[src/cqm_pkg.sv]
// package: shared types, op codes and constants of the calligraphy quad mesh
`timescale 1ns / 1ps

package cqm_pkg;

    localparam int VTX_LIMIT = 4096;

    localparam int SQRT_STEPS   = 29;
    localparam int DIV_STEPS    = 18;
    localparam int SHAPE_OFFSET = 5734;
    localparam int SHAPE_RANGE  = 14746;
    localparam int MIN_THICK    = 154;
    localparam int WF_LO        = 77;
    localparam int WF_HI        = 640;
    localparam int ALPHA_ONE    = 32768;
    localparam int XY_MAX       = 524287;
    localparam int XY_MIN       = -524288;

    localparam logic [15:0] RST_STROKE_WIDTH = 16'd256;
    localparam logic [9:0]  RST_WIDTH_FACTOR = 10'd256;
    localparam logic [15:0] RST_OPACITY      = 16'd32768;
    localparam logic [15:0] RST_NIB_COS      = 16'd16384;
    localparam logic [15:0] RST_NIB_SIN      = 16'd0;
    localparam logic [12:0] RST_VCAP         = 13'd4096;
    localparam logic [12:0] RST_ICAP         = 13'd6144;

    typedef enum logic [2:0] {
        CFG_STROKE_WIDTH = 3'd0,
        CFG_WIDTH_FACTOR = 3'd1,
        CFG_OPACITY      = 3'd2,
        CFG_NIB_COS      = 3'd3,
        CFG_NIB_SIN      = 3'd4,
        CFG_VCAP         = 3'd5,
        CFG_ICAP         = 3'd6
    } t_cfg_idx;

    typedef enum logic [4:0] {
        OP_NONE,
        OP_LOAD,
        OP_MUL_DX2,
        OP_MUL_DY2,
        OP_SQRT_INIT,
        OP_SQRT_STEP,
        OP_MUL_CR1,
        OP_MUL_CR2,
        OP_DIV_CROSS_INIT,
        OP_DIV_STEP,
        OP_MUL_SHAPE,
        OP_MUL_SWWF,
        OP_MUL_SP,
        OP_MUL_HI,
        OP_MUL_LO,
        OP_THICK,
        OP_MUL_OX,
        OP_DIV_OX_INIT,
        OP_DIV_OY_INIT,
        OP_FINISH
    } t_op;

    typedef struct packed {
        logic signed [19:0] pos_x;
        logic signed [19:0] pos_y;
        logic [15:0]        pen_pressure;
        logic               stroke_start;
    } t_in_item;

    typedef struct packed {
        logic signed [19:0] vertex_x;
        logic signed [19:0] vertex_y;
        logic [15:0]        vertex_alpha;
        logic [11:0]        vertex_index;
        logic [1:0]         corner;
        logic               quad_last;
    } t_out_item;

    typedef struct packed {
        t_op        op;
        logic       load_out;
        logic [1:0] corner;
        logic       bump;
    } t_cmd;

    typedef struct packed {
        logic emit;
    } t_stat;

endpackage

[src/calligraphy_quad_mesh_top.sv]
// top level: calligraphic stroke point to quad corner expander
`timescale 1ns / 1ps

// Takes pen points (x, y, pressure, stroke start) one transfer at a time and,
// for each non-zero segment that fits the vertex and index budget, delivers
// the four corners of a quad around the segment in corner order 0..3, with
// quad_last set on corner 3. Points that open a stroke (which also clears the
// vertex and index counts), repeat the previous point or would overflow a
// capacity only update the stored previous point and produce nothing. A point
// that yields no quad passes a check state and returns to ready; a point that
// yields a quad first runs the op program, dominated by one shared
// 2-bit-per-cycle square root unit and one shared 1-bit-per-cycle divider
// used three times (cross term and both normal offsets), then one corner per
// cycle while the output side takes them. A single output register lets the
// next point transfer while the last corner still waits. Configuration
// registers are written through a plain write port and must only be changed
// while the block is idle.
module calligraphy_quad_mesh_top #(
    parameter int VTX_LIMIT = cqm_pkg::VTX_LIMIT
) (
    input  logic               i_clk,
    input  logic               i_rst_n,
    // configuration write port
    input  logic               i_cfg_wr_en,
    input  logic [2:0]         i_cfg_idx,
    input  logic [15:0]        i_cfg_wdata,
    // point input
    input  logic               i_in_valid,
    output logic               o_in_ready,
    input  cqm_pkg::t_in_item  i_in,
    // corner output
    output logic               o_out_valid,
    input  logic               i_out_ready,
    output cqm_pkg::t_out_item o_out
);

    cqm_pkg::t_cmd  cmd;
    cqm_pkg::t_stat stat;

    // controller: op sequencing, corner count, output valid
    cqm_ctrl u_ctrl (
        .i_clk       (i_clk),
        .i_rst_n     (i_rst_n),
        .i_in_valid  (i_in_valid),
        .o_in_ready  (o_in_ready),
        .o_out_valid (o_out_valid),
        .i_out_ready (i_out_ready),
        .i_stat      (stat),
        .o_cmd       (cmd)
    );

    // datapath: registers, multiplier, sqrt, divider, output payload
    cqm_dp #(
        .VTX_LIMIT   (VTX_LIMIT)
    ) u_dp (
        .i_clk       (i_clk),
        .i_rst_n     (i_rst_n),
        .i_cfg_wr_en (i_cfg_wr_en),
        .i_cfg_idx   (i_cfg_idx),
        .i_cfg_wdata (i_cfg_wdata),
        .i_in        (i_in),
        .i_cmd       (cmd),
        .o_stat      (stat),
        .o_out       (o_out)
    );

`ifndef SYNTHESIS
    // a corner is never loaded over one that is still waiting
    a_no_overwrite: assert property (@(posedge i_clk) disable iff (!i_rst_n)
        cmd.load_out |-> (!o_out_valid || i_out_ready))
        else $error("corner loaded over a pending transfer");

    // a point is only taken while no segment work is in flight
    a_load_when_ready: assert property (@(posedge i_clk) disable iff (!i_rst_n)
        (cmd.op == cqm_pkg::OP_LOAD) |-> (o_in_ready && i_in_valid))
        else $error("point loaded without a transfer");

    // a loaded corner other than corner 3 is on the output in the next cycle
    a_corner_order: assert property (@(posedge i_clk) disable iff (!i_rst_n)
        (cmd.load_out && cmd.corner != 2'd3) |=>
            (o_out_valid && o_out.corner == $past(cmd.corner)))
        else $error("corner order broken");
`endif

endmodule

[src/cqm_ctrl.sv]
// controller: sequences the shared multiplier, square root and divider steps
`timescale 1ns / 1ps

module cqm_ctrl (
    input  logic          i_clk,
    input  logic          i_rst_n,
    input  logic          i_in_valid,
    output logic          o_in_ready,
    output logic          o_out_valid,
    input  logic          i_out_ready,
    input  cqm_pkg::t_stat i_stat,
    output cqm_pkg::t_cmd  o_cmd
);

    typedef enum logic [4:0] {
        ST_IDLE  = 5'b00001,
        ST_CHECK = 5'b00010,
        ST_RUN   = 5'b00100,
        ST_ITER  = 5'b01000,
        ST_EMIT  = 5'b10000
    } t_state;

    // fixed op program for one segment
    function automatic cqm_pkg::t_op prog_op(input logic [3:0] pc);
        cqm_pkg::t_op op;
        case (pc)
            4'd0:    op = cqm_pkg::OP_MUL_DX2;
            4'd1:    op = cqm_pkg::OP_MUL_DY2;
            4'd2:    op = cqm_pkg::OP_SQRT_INIT;
            4'd3:    op = cqm_pkg::OP_MUL_CR1;
            4'd4:    op = cqm_pkg::OP_MUL_CR2;
            4'd5:    op = cqm_pkg::OP_DIV_CROSS_INIT;
            4'd6:    op = cqm_pkg::OP_MUL_SHAPE;
            4'd7:    op = cqm_pkg::OP_MUL_SWWF;
            4'd8:    op = cqm_pkg::OP_MUL_SP;
            4'd9:    op = cqm_pkg::OP_MUL_HI;
            4'd10:   op = cqm_pkg::OP_MUL_LO;
            4'd11:   op = cqm_pkg::OP_THICK;
            4'd12:   op = cqm_pkg::OP_MUL_OX;
            4'd13:   op = cqm_pkg::OP_DIV_OX_INIT;
            4'd14:   op = cqm_pkg::OP_DIV_OY_INIT;
            default: op = cqm_pkg::OP_FINISH;
        endcase
        return op;
    endfunction

    t_state      r_state, n_state;
    logic [3:0]  r_pc, n_pc;
    logic [4:0]  r_cnt, n_cnt;
    logic [1:0]  r_corner, n_corner;
    logic        r_out_valid, n_out_valid;
    cqm_pkg::t_op cur_op;

    assign cur_op = prog_op(r_pc);

    always_comb begin
        n_state      = r_state;
        n_pc         = r_pc;
        n_cnt        = r_cnt;
        n_corner     = r_corner;
        o_in_ready   = 1'b0;
        o_cmd.op     = cqm_pkg::OP_NONE;
        o_cmd.load_out = 1'b0;
        o_cmd.corner = r_corner;
        o_cmd.bump   = 1'b0;
        case (r_state)
            ST_IDLE: begin
                o_in_ready = 1'b1;
                if (i_in_valid) begin
                    o_cmd.op = cqm_pkg::OP_LOAD;
                    n_state  = ST_CHECK;
                end
            end
            ST_CHECK: begin
                n_pc    = 4'd0;
                n_state = i_stat.emit ? ST_RUN : ST_IDLE;
            end
            ST_RUN: begin
                o_cmd.op = cur_op;
                if (cur_op == cqm_pkg::OP_SQRT_INIT) begin
                    n_cnt   = 5'(cqm_pkg::SQRT_STEPS - 1);
                    n_state = ST_ITER;
                end else if (cur_op == cqm_pkg::OP_DIV_CROSS_INIT ||
                             cur_op == cqm_pkg::OP_DIV_OX_INIT ||
                             cur_op == cqm_pkg::OP_DIV_OY_INIT) begin
                    n_cnt   = 5'(cqm_pkg::DIV_STEPS - 1);
                    n_state = ST_ITER;
                end else if (cur_op == cqm_pkg::OP_FINISH) begin
                    n_corner = 2'd0;
                    n_state  = ST_EMIT;
                end else begin
                    n_pc = r_pc + 4'd1;
                end
            end
            ST_ITER: begin
                o_cmd.op = (cur_op == cqm_pkg::OP_SQRT_INIT) ? cqm_pkg::OP_SQRT_STEP
                                                             : cqm_pkg::OP_DIV_STEP;
                if (r_cnt == 5'd0) begin
                    n_pc    = r_pc + 4'd1;
                    n_state = ST_RUN;
                end else begin
                    n_cnt = r_cnt - 5'd1;
                end
            end
            ST_EMIT: begin
                if (!r_out_valid || i_out_ready) begin
                    o_cmd.load_out = 1'b1;
                    n_corner = r_corner + 2'd1;
                    if (r_corner == 2'd3) begin
                        o_cmd.bump = 1'b1;
                        n_state    = ST_IDLE;
                    end
                end
            end
            default: n_state = ST_IDLE;
        endcase
    end

    always_comb begin
        if (o_cmd.load_out) begin
            n_out_valid = 1'b1;
        end else if (i_out_ready) begin
            n_out_valid = 1'b0;
        end else begin
            n_out_valid = r_out_valid;
        end
    end

    assign o_out_valid = r_out_valid;

    always_ff @(posedge i_clk) begin
        if (!i_rst_n) begin
            r_state     <= ST_IDLE;
            r_pc        <= 4'd0;
            r_cnt       <= 5'd0;
            r_corner    <= 2'd0;
            r_out_valid <= 1'b0;
        end else begin
            r_state     <= n_state;
            r_pc        <= n_pc;
            r_cnt       <= n_cnt;
            r_corner    <= n_corner;
            r_out_valid <= n_out_valid;
        end
    end

endmodule

[src/cqm_dp.sv]
// datapath: config registers, stroke state, shared multiplier, sqrt, divider
`timescale 1ns / 1ps

module cqm_dp #(
    parameter int VTX_LIMIT = cqm_pkg::VTX_LIMIT
) (
    input  logic              i_clk,
    input  logic              i_rst_n,
    input  logic              i_cfg_wr_en,
    input  logic [2:0]        i_cfg_idx,
    input  logic [15:0]       i_cfg_wdata,
    input  cqm_pkg::t_in_item i_in,
    input  cqm_pkg::t_cmd     i_cmd,
    output cqm_pkg::t_stat    o_stat,
    output cqm_pkg::t_out_item o_out
);

    function automatic logic signed [19:0] sat20(input logic signed [20:0] v);
        logic signed [19:0] r;
        if (v > 21'(cqm_pkg::XY_MAX)) begin
            r = 20'(cqm_pkg::XY_MAX);
        end else if (v < 21'(cqm_pkg::XY_MIN)) begin
            r = 20'(cqm_pkg::XY_MIN);
        end else begin
            r = v[19:0];
        end
        return r;
    endfunction

    // configuration
    logic [15:0]        r_stroke_width;
    logic [9:0]         r_width_factor;
    logic [15:0]        r_opacity;
    logic signed [15:0] r_nib_cos, r_nib_sin;
    logic [12:0]        r_vcap, r_icap;

    // stroke state
    logic signed [19:0] r_prev_x, r_prev_y;
    logic [15:0]        r_prev_p;
    logic               r_have_prev;
    logic [12:0]        r_vcount, r_icount;

    // segment working registers
    logic signed [19:0] r_ax, r_ay, r_bx, r_by;
    logic signed [20:0] r_dx, r_dy;
    logic [16:0]        r_psum;
    logic               r_emit;
    logic signed [49:0] r_prod;
    logic [41:0]        r_l2;
    logic [57:0]        r_sq_op;
    logic [30:0]        r_sq_rem;
    logic [28:0]        r_len;
    logic signed [37:0] r_cr;
    logic [29:0]        r_rem, r_den;
    logic [17:0]        r_qsh;
    logic [16:0]        r_shape;
    logic [25:0]        r_a;
    logic [15:0]        r_b;
    logic [43:0]        r_acc;
    logic [21:0]        r_thick;
    logic signed [18:0] r_ox, r_oy;
    logic [15:0]        r_alpha;
    cqm_pkg::t_out_item r_out;

    logic signed [20:0] ld_dx, ld_dy;
    logic               ld_fit;
    logic [20:0]        dx_mag, dy_mag;
    logic [9:0]         wf_c;
    logic signed [26:0] mul_a;
    logic signed [22:0] mul_b;
    logic signed [49:0] mul_p;
    logic               mul_en;
    logic [41:0]        l2_sum;
    logic [32:0]        sq_rem2, sq_trial;
    logic               sq_ge;
    logic [30:0]        dv_rem2;
    logic               dv_ge;
    logic signed [37:0] cr_diff;
    logic [37:0]        cr_mag;
    logic [47:0]        cross_num, off_num;
    logic [59:0]        thick_full;
    logic [21:0]        thick_raw;
    logic signed [18:0] quot_s;
    logic [16:0]        alpha_raw;
    logic signed [19:0] c_bx, c_by;
    logic signed [20:0] c_vx, c_vy;

    assign ld_dx = 21'(i_in.pos_x) - 21'(r_prev_x);
    assign ld_dy = 21'(i_in.pos_y) - 21'(r_prev_y);
    // quad fits both the vertex and the index budget
    assign ld_fit = (32'(r_vcount) + 32'd4 <= 32'(r_vcap)) &&
                    (32'(r_vcount) + 32'd4 <= 32'(VTX_LIMIT)) &&
                    (32'(r_icount) + 32'd6 <= 32'(r_icap));

    assign dx_mag = r_dx[20] ? 21'(-r_dx) : 21'(r_dx);
    assign dy_mag = r_dy[20] ? 21'(-r_dy) : 21'(r_dy);
    assign wf_c = (r_width_factor < 10'(cqm_pkg::WF_LO)) ? 10'(cqm_pkg::WF_LO) :
                  (r_width_factor > 10'(cqm_pkg::WF_HI)) ? 10'(cqm_pkg::WF_HI) :
                  r_width_factor;

    // shared multiplier operand select
    always_comb begin
        mul_a  = '0;
        mul_b  = '0;
        mul_en = 1'b1;
        case (i_cmd.op)
            cqm_pkg::OP_MUL_DX2: begin
                mul_a = {6'b0, dx_mag};
                mul_b = {2'b0, dx_mag};
            end
            cqm_pkg::OP_MUL_DY2: begin
                mul_a = {6'b0, dy_mag};
                mul_b = {2'b0, dy_mag};
            end
            cqm_pkg::OP_MUL_CR1: begin
                mul_a = 27'(r_dx);
                mul_b = 23'(r_nib_sin);
            end
            cqm_pkg::OP_MUL_CR2: begin
                mul_a = 27'(r_dy);
                mul_b = 23'(r_nib_cos);
            end
            cqm_pkg::OP_MUL_SHAPE: begin
                mul_a = {9'b0, r_qsh};
                mul_b = 23'(cqm_pkg::SHAPE_RANGE);
            end
            cqm_pkg::OP_MUL_SWWF: begin
                mul_a = {11'b0, r_stroke_width};
                mul_b = {13'b0, wf_c};
            end
            cqm_pkg::OP_MUL_SP: begin
                mul_a = {10'b0, r_shape};
                mul_b = {6'b0, r_psum};
            end
            // upper half of shape*psum straight from the product register
            cqm_pkg::OP_MUL_HI: begin
                mul_a = {1'b0, r_a};
                mul_b = {5'b0, r_prod[33:16]};
            end
            cqm_pkg::OP_MUL_LO: begin
                mul_a = {1'b0, r_a};
                mul_b = {7'b0, r_b};
            end
            cqm_pkg::OP_MUL_OX: begin
                mul_a = {6'b0, dy_mag};
                mul_b = {1'b0, r_thick};
            end
            cqm_pkg::OP_DIV_OX_INIT: begin
                mul_a = {6'b0, dx_mag};
                mul_b = {1'b0, r_thick};
            end
            cqm_pkg::OP_DIV_OY_INIT: begin
                mul_a = {11'b0, r_opacity};
                mul_b = {6'b0, r_psum};
            end
            default: mul_en = 1'b0;
        endcase
    end

    assign mul_p = mul_a * mul_b;

    assign l2_sum    = r_l2 + r_prod[41:0];
    assign sq_rem2   = {r_sq_rem, r_sq_op[57:56]};
    assign sq_trial  = {2'b0, r_len, 2'b01};
    assign sq_ge     = sq_rem2 >= sq_trial;
    assign dv_rem2   = {r_rem, r_qsh[17]};
    assign dv_ge     = dv_rem2 >= {1'b0, r_den};
    assign cr_diff   = r_cr - r_prod[37:0];
    assign cr_mag    = cr_diff[37] ? 38'(-cr_diff) : 38'(cr_diff);
    assign cross_num = {2'b0, cr_mag, 8'b0};
    // rounded divide: (2*num + len) / (2*len), num = |d|*thick*8
    assign off_num   = {1'b0, r_prod[42:0], 4'b0} + {19'b0, r_len};
    assign thick_full = {r_acc, 16'b0} + {18'b0, r_prod[41:0]};
    assign thick_raw = thick_full[59:38];
    assign quot_s    = {1'b0, r_qsh};
    assign alpha_raw = r_prod[32:16];

    // corner geometry
    assign c_bx = i_cmd.corner[1] ? r_bx : r_ax;
    assign c_by = i_cmd.corner[1] ? r_by : r_ay;
    assign c_vx = i_cmd.corner[0] ? 21'(c_bx) - 21'(r_ox) : 21'(c_bx) + 21'(r_ox);
    assign c_vy = i_cmd.corner[0] ? 21'(c_by) + 21'(r_oy) : 21'(c_by) - 21'(r_oy);

    // configuration and stroke state
    always_ff @(posedge i_clk) begin
        if (!i_rst_n) begin
            r_stroke_width <= cqm_pkg::RST_STROKE_WIDTH;
            r_width_factor <= cqm_pkg::RST_WIDTH_FACTOR;
            r_opacity      <= cqm_pkg::RST_OPACITY;
            r_nib_cos      <= cqm_pkg::RST_NIB_COS;
            r_nib_sin      <= cqm_pkg::RST_NIB_SIN;
            r_vcap         <= cqm_pkg::RST_VCAP;
            r_icap         <= cqm_pkg::RST_ICAP;
            r_prev_x       <= '0;
            r_prev_y       <= '0;
            r_prev_p       <= '0;
            r_have_prev    <= 1'b0;
            r_vcount       <= '0;
            r_icount       <= '0;
            r_emit         <= 1'b0;
        end else begin
            if (i_cfg_wr_en) begin
                case (i_cfg_idx)
                    cqm_pkg::CFG_STROKE_WIDTH: r_stroke_width <= i_cfg_wdata;
                    cqm_pkg::CFG_WIDTH_FACTOR: r_width_factor <= i_cfg_wdata[9:0];
                    cqm_pkg::CFG_OPACITY:      r_opacity      <= i_cfg_wdata;
                    cqm_pkg::CFG_NIB_COS:      r_nib_cos      <= i_cfg_wdata;
                    cqm_pkg::CFG_NIB_SIN:      r_nib_sin      <= i_cfg_wdata;
                    cqm_pkg::CFG_VCAP:         r_vcap         <= i_cfg_wdata[12:0];
                    cqm_pkg::CFG_ICAP:         r_icap         <= i_cfg_wdata[12:0];
                    default: ;
                endcase
            end
            if (i_cmd.op == cqm_pkg::OP_LOAD) begin
                r_prev_x    <= i_in.pos_x;
                r_prev_y    <= i_in.pos_y;
                r_prev_p    <= i_in.pen_pressure;
                r_have_prev <= 1'b1;
                r_emit      <= r_have_prev && !i_in.stroke_start &&
                               (ld_dx != '0 || ld_dy != '0) && ld_fit;
                if (i_in.stroke_start) begin
                    r_vcount <= '0;
                    r_icount <= '0;
                end
            end else if (i_cmd.bump) begin
                r_vcount <= r_vcount + 13'd4;
                r_icount <= r_icount + 13'd6;
            end
        end
    end

    // arithmetic working registers
    always_ff @(posedge i_clk) begin
        if (mul_en) begin
            r_prod <= mul_p;
        end
        case (i_cmd.op)
            cqm_pkg::OP_LOAD: begin
                r_ax   <= r_prev_x;
                r_ay   <= r_prev_y;
                r_bx   <= i_in.pos_x;
                r_by   <= i_in.pos_y;
                r_dx   <= ld_dx;
                r_dy   <= ld_dy;
                r_psum <= {1'b0, r_prev_p} + {1'b0, i_in.pen_pressure};
            end
            cqm_pkg::OP_MUL_DY2: r_l2 <= r_prod[41:0];
            cqm_pkg::OP_SQRT_INIT: begin
                r_sq_op  <= {l2_sum, 16'b0};
                r_sq_rem <= '0;
                r_len    <= '0;
            end
            cqm_pkg::OP_SQRT_STEP: begin
                r_sq_rem <= sq_ge ? 31'(sq_rem2 - sq_trial) : sq_rem2[30:0];
                r_len    <= {r_len[27:0], sq_ge};
                r_sq_op  <= {r_sq_op[55:0], 2'b00};
            end
            cqm_pkg::OP_MUL_CR2: r_cr <= r_prod[37:0];
            cqm_pkg::OP_DIV_CROSS_INIT: begin
                r_rem <= cross_num[47:18];
                r_qsh <= cross_num[17:0];
                r_den <= {1'b0, r_len};
            end
            cqm_pkg::OP_DIV_STEP: begin
                r_rem <= dv_ge ? 30'(dv_rem2 - {1'b0, r_den}) : dv_rem2[29:0];
                r_qsh <= {r_qsh[16:0], dv_ge};
            end
            cqm_pkg::OP_MUL_SWWF:
                r_shape <= 17'(cqm_pkg::SHAPE_OFFSET) + 17'(r_prod[31:14]);
            cqm_pkg::OP_MUL_SP: r_a   <= r_prod[25:0];
            cqm_pkg::OP_MUL_HI: r_b   <= r_prod[15:0];
            cqm_pkg::OP_MUL_LO: r_acc <= r_prod[43:0];
            cqm_pkg::OP_THICK:
                r_thick <= (thick_raw < 22'(cqm_pkg::MIN_THICK)) ?
                           22'(cqm_pkg::MIN_THICK) : thick_raw;
            cqm_pkg::OP_DIV_OX_INIT: begin
                r_rem <= off_num[47:18];
                r_qsh <= off_num[17:0];
                r_den <= {r_len, 1'b0};
            end
            cqm_pkg::OP_DIV_OY_INIT: begin
                r_ox  <= r_dy[20] ? -quot_s : quot_s;
                r_rem <= off_num[47:18];
                r_qsh <= off_num[17:0];
            end
            cqm_pkg::OP_FINISH: begin
                r_oy    <= r_dx[20] ? -quot_s : quot_s;
                r_alpha <= (alpha_raw > 17'(cqm_pkg::ALPHA_ONE)) ?
                           16'(cqm_pkg::ALPHA_ONE) : alpha_raw[15:0];
            end
            default: ;
        endcase
        if (i_cmd.load_out) begin
            r_out.vertex_x     <= sat20(c_vx);
            r_out.vertex_y     <= sat20(c_vy);
            r_out.vertex_alpha <= r_alpha;
            r_out.vertex_index <= r_vcount[11:0] + {10'b0, i_cmd.corner};
            r_out.corner       <= i_cmd.corner;
            r_out.quad_last    <= (i_cmd.corner == 2'd3);
        end
    end

    assign o_stat.emit = r_emit;
    assign o_out       = r_out;

endmodule
[config.mk]
export PLATFORM = sky130hd
export DESIGN_NAME = calligraphy_quad_mesh_top
export DESIGN_NICKNAME = d
export VERILOG_FILES = /design/src/cqm_pkg.sv /design/src/calligraphy_quad_mesh_top.sv /design/src/cqm_ctrl.sv /design/src/cqm_dp.sv
export SDC_FILE = /design/constraint.sdc
export NUM_CORES = 2
export LEC_CHECK = 0
export BUFFER_PORTS_ARGS = -buffer_cell sky130_fd_sc_hd__buf_4
export CORE_MARGIN = 4
export CORE_UTILIZATION = 35
export CTS_CLUSTER_DIAMETER = 40
export DETAILED_ROUTE_END_ITERATION = 7
export PLACE_DENSITY_LB_ADDON = 0.15
export SYNTH_ARGS = -nofsm -noshare
export SYNTH_HDL_FRONTEND = slang
export SYNTH_HIERARCHICAL = 1
export SYNTH_SLANG_ARGS = --single-unit
[constraint.sdc]
create_clock -name i_clk -period 16.63 [get_ports i_clk]
set_input_delay 0.8315 -clock i_clk [delete_from_list [all_inputs] [get_ports i_clk]]
set_output_delay 0.8315 -clock i_clk [all_outputs]
set_load 0.01 [all_outputs]
==> results.md <==
- Run status: complete, no violations
- RD Place Congestion: 0.9331
- Cells after Synth: 7770
- Final Hold Fails: 0
- Worst path max stage delay: 0.94 ns
- Post-synthesis net count: 8896
- CP max stage cell: nand3_1
- Grt ovf: 0
- PD cells: 76.14 nW/um^2
- IO buf count: 153
- Area of the core: 209400 um^2
- Share of post-route cells with drive strength above 1: 9.241%
- CTS clk-pin slew, worst paths: 0.06 ns
- Crit path depth: 35
- Min-delay worst type: input pin to register
- Clk_lat worst skew: 0.79 ns
- Clk_skew: 0.05707 ns
- CTS Root Cell: clkbuf_16
- Crit. Startpoint: u_ctrl/r_state[0]$_SDFFE_PN1P_
- DR pass1 iterations: 8
- Syn Area/Cell: 9.467 um^2
- Reg2Reg Depth: 35
- Nets: 9060
- Area delta synth->final: 14.18%
- Slew Limit Headroom: 10.03%
- H-tree levels: 4
- CP Capture Point: u_dp/r_prod[43]$_DFFE_PP_
- Seq cells post-synth: 894
- Die Y: 466.4 um
- Max Root-Sink Buffers: 3
- Worst Tran Pin Value: 1.337 ns
- CTS sink cnt: 894
- Detailed-route wire length: 259700 um
- Die area: 217600 um^2
- WP data required: 17.12 ns
- Residual DRC: 0
- DR WL/cell: 23.89 um
- Register area: 24820 um^2
- RSZ-0062 raised after global routing: no
- Global Route Usage Sum: 23.56%
- 1st-iter DRT viols: 5157
- Largest net degree at the start of global routing: 106
- CP arrival: 13.04 ns
- Synthesis warning total: 6
- Post-DRT Antenna Nets: 0
- Crit Path Max Fanout: 42
- Family with the most delay on the worst path: adder cells
- Worst reg2reg setup slack: 4.08 ns
- Final Slew Violations: 0
- Hpwl dp: 194300 um
- CP endpoint kind: register
- Post-synthesis async set-or-reset flop share: 0%
- Setup Viol. Count Final: 0
- Hold-fix buffers, CTS: 0
- Crit path time final: 12.55 ns
- Post-synth top flop: edfxtp_1
- Seq/Total Area, Yosys: 33.73%
- Nature of the critical path startpoint: register
- Fmax: 79.68 MHz
- VDD IR max: 0.0001068 V
- Total of max-cap violations: 0
- EDFF count, synth: 691
- Mapped cell area: 73560 um^2
- Count of cell types in the netlist: 109
- First-pass GRT wire length: 383600 um
- Static Leak: 34.80 nW
- I/O Pins: 154
- Critical path's most frequent cell: fa_1
- Starting density of the core: 35.13%
- PostCTS Resize Cnt: 0
- Total power: 0.006395 W
- Antenna violations before repair: 11
- DR vias: 58190
- Crit Path Category: register to register
- Reg2reg start: u_ctrl/r_state[0]$_SDFFE_PN1P_
- Reg-to-reg endpoint: u_dp/r_prod[43]$_DFFE_PP_
- Via density: 5.351
- Vias in the first global route: 57860
- Post-CTS Setup Bufs: 0
- CTS tree: done
- CP bufs+invs: 7
- Fill cells: 20700
- TritonCTS Buffers: 156
- Site row count: 168
- Chip width: 466.4 um
- Multi-input gate area: 44100 um^2
- Setup TNS: 0 ns
- Fin crit share: 75.47%
flip-flops by register name, indices dropped and copies added, names as in the netlist, 20 cells and up:
| signal | flops |
|---|---|
| u_dp/o_out | 69 |
| u_dp/r_acc | 44 |
| u_dp/r_prod | 44 |
| u_dp/r_l2 | 42 |
| u_dp/r_sq_op | 42 |
| u_dp/r_cr | 38 |
| u_dp/r_sq_rem | 31 |
| u_dp/r_den | 30 |
| u_dp/r_rem | 30 |
| u_dp/r_len | 29 |
| u_dp/r_a | 26 |
| u_dp/r_thick | 22 |
| u_dp/r_dx | 21 |
| u_dp/r_dy | 21 |
| u_dp/r_ax | 20 |
| u_dp/r_ay | 20 |
| u_dp/r_bx | 20 |
| u_dp/r_by | 20 |
| u_dp/r_prev_x | 20 |
| u_dp/r_prev_y | 20 |
Yosys cell counts (45+ instances only):
master | count | area share [%]
a211oi_1 | 45 | 0.46
a21o_1 | 130 | 1.3
a21oi_1 | 507 | 3.4
a22oi_1 | 64 | 0.65
and2_1 | 89 | 0.76
and3_1 | 64 | 0.54
clkbuf_1 | 251 | 1.3
dfxtp_1 | 203 | 5.5
edfxtp_1 | 691 | 28
fa_1 | 593 | 16
ha_1 | 452 | 7.7
inv_1 | 1037 | 5.3
mux2_2 | 48 | 0.73
mux2i_1 | 48 | 0.65
nand2_1 | 1017 | 5.2
nand2b_1 | 78 | 0.66
nand3_1 | 111 | 0.76
nor2_1 | 598 | 3.1
nor2b_1 | 76 | 0.65
nor3_1 | 103 | 0.70
o21a_1 | 88 | 0.90
o21ai_0 | 254 | 1.7
or3_1 | 65 | 0.55
xnor2_1 | 312 | 3.7
xor2_1 | 163 | 1.9
report_power, final:
part	leakage [nW]	switching, W	total (W)	internal, W
registers	7.46	0.0000630	0.00254	0.00248
logic	24.7	0.000356	0.000539	0.000183
clock network	2.62	0.00124	0.00331	0.00208
total	34.8	0.00166	0.00639	0.00474
worst min path at each step:
stage | start | cells past startpoint | slack [ns] | to
final | i_in[53] | 1 | 0.25 | u_dp/r_bx[16]$_DFFE_PN_
after global routing | i_in[53] | 1 | 0.21 | u_dp/r_bx[16]$_DFFE_PN_
after CTS | i_in[53] | 1 | 0.18 | u_dp/r_bx[16]$_DFFE_PN_
after detailed placement | u_dp/r_alpha[5]$_SDFFCE_PN0N_ | 0 | 0.41 | u_dp/o_out[20]$_DFFE_PP_
after global placement | u_dp/r_alpha[10]$_SDFFCE_PN0N_ | 0 | 0.40 | u_dp/o_out[25]$_DFFE_PP_
after floorplan | u_dp/r_alpha[0]$_SDFFCE_PN0N_ | 0 | 0.40 | u_dp/o_out[15]$_DFFE_PP_
stage by stage:
| step | hold slack (ns) | cells | setup slack, ns | instance area [um^2] | utilization (%) |
|---|---|---|---|---|---|
| global placement | 0.4023 | 10580 | 4.386 | 78580 | 37.53 |
| finish | 0.2515 | 10870 | 4.080 | 83990 | 40.12 |
| detailed placement | 0.4061 | 10580 | 4.198 | 78580 | 37.53 |
| CTS | 0.1807 | 10870 | 4.149 | 83970 | 40.11 |
| global route | 0.2089 | 10870 | 3.447 | 83980 | 40.11 |
| floorplan | 0.4003 | 7770 | 5.649 | 73560 | - |
layout by cell type (no fill, tap or decap), types with 21 or more instances in the layout:
master	instances
a211oi_1	42
a21o_1	130
a21oi_1	502
a222oi_1	28
a22oi_1	64
a31oi_1	36
and2_1	89
and3_1	64
buf_4	297
clkbuf_16	159
dfxtp_1	201
edfxtp_1	691
fa_1	593
ha_1	452
inv_1	1036
inv_6	23
mux2_2	48
mux2i_1	48
nand2_1	1015
nand2b_1	78
nand3_1	109
nand4_1	37
nor2_1	587
nor2b_1	75
nor3_1	99
nor4_1	28
o211ai_1	32
o21a_1	88
o21ai_0	253
o21bai_1	27
o221ai_1	21
o31ai_1	30
or2_2	29
or3_1	65
xnor2_1	312
xor2_1	163
kinds of logic (layout without fill, tap and decap cells):
logic type	after synthesis	count (layout)	synth area share, %
AND/OR/NAND/NOR	2381	2381	14.69
AO/OA/AOI/OAI	1542	1542	13.74
buffers and inverters	1332	1624	6.875
adder cells (fa/ha/maj)	1047	1047	23.85
flip-flops	894	894	33.73
XOR/XNOR	476	476	5.678
multiplexers	98	98	1.424
other	0	7	0
area by class of cell:
type | count | share of cell area [%]
clock buffers | 179 | 4.851
well taps | 2805 | 4.179
inverters | 1041 | 4.667
clock inverters | 107 | 1.575
diodes | 7 | 0.02086
flip-flops and latches | 894 | 29.55
repair buffers | 297 | 2.655
multi-input cells | 5544 | 52.51
per-layer routing:
layer	vias up	GRT usage [%]	wire, um
met5	-	0	13
met4	2	10.19	12650
met3	484	4.014	17380
met2	2010	37.87	118800
met1	28920	31.31	110900
li1	26780	-	-
(Power assumes the default switching activity.)
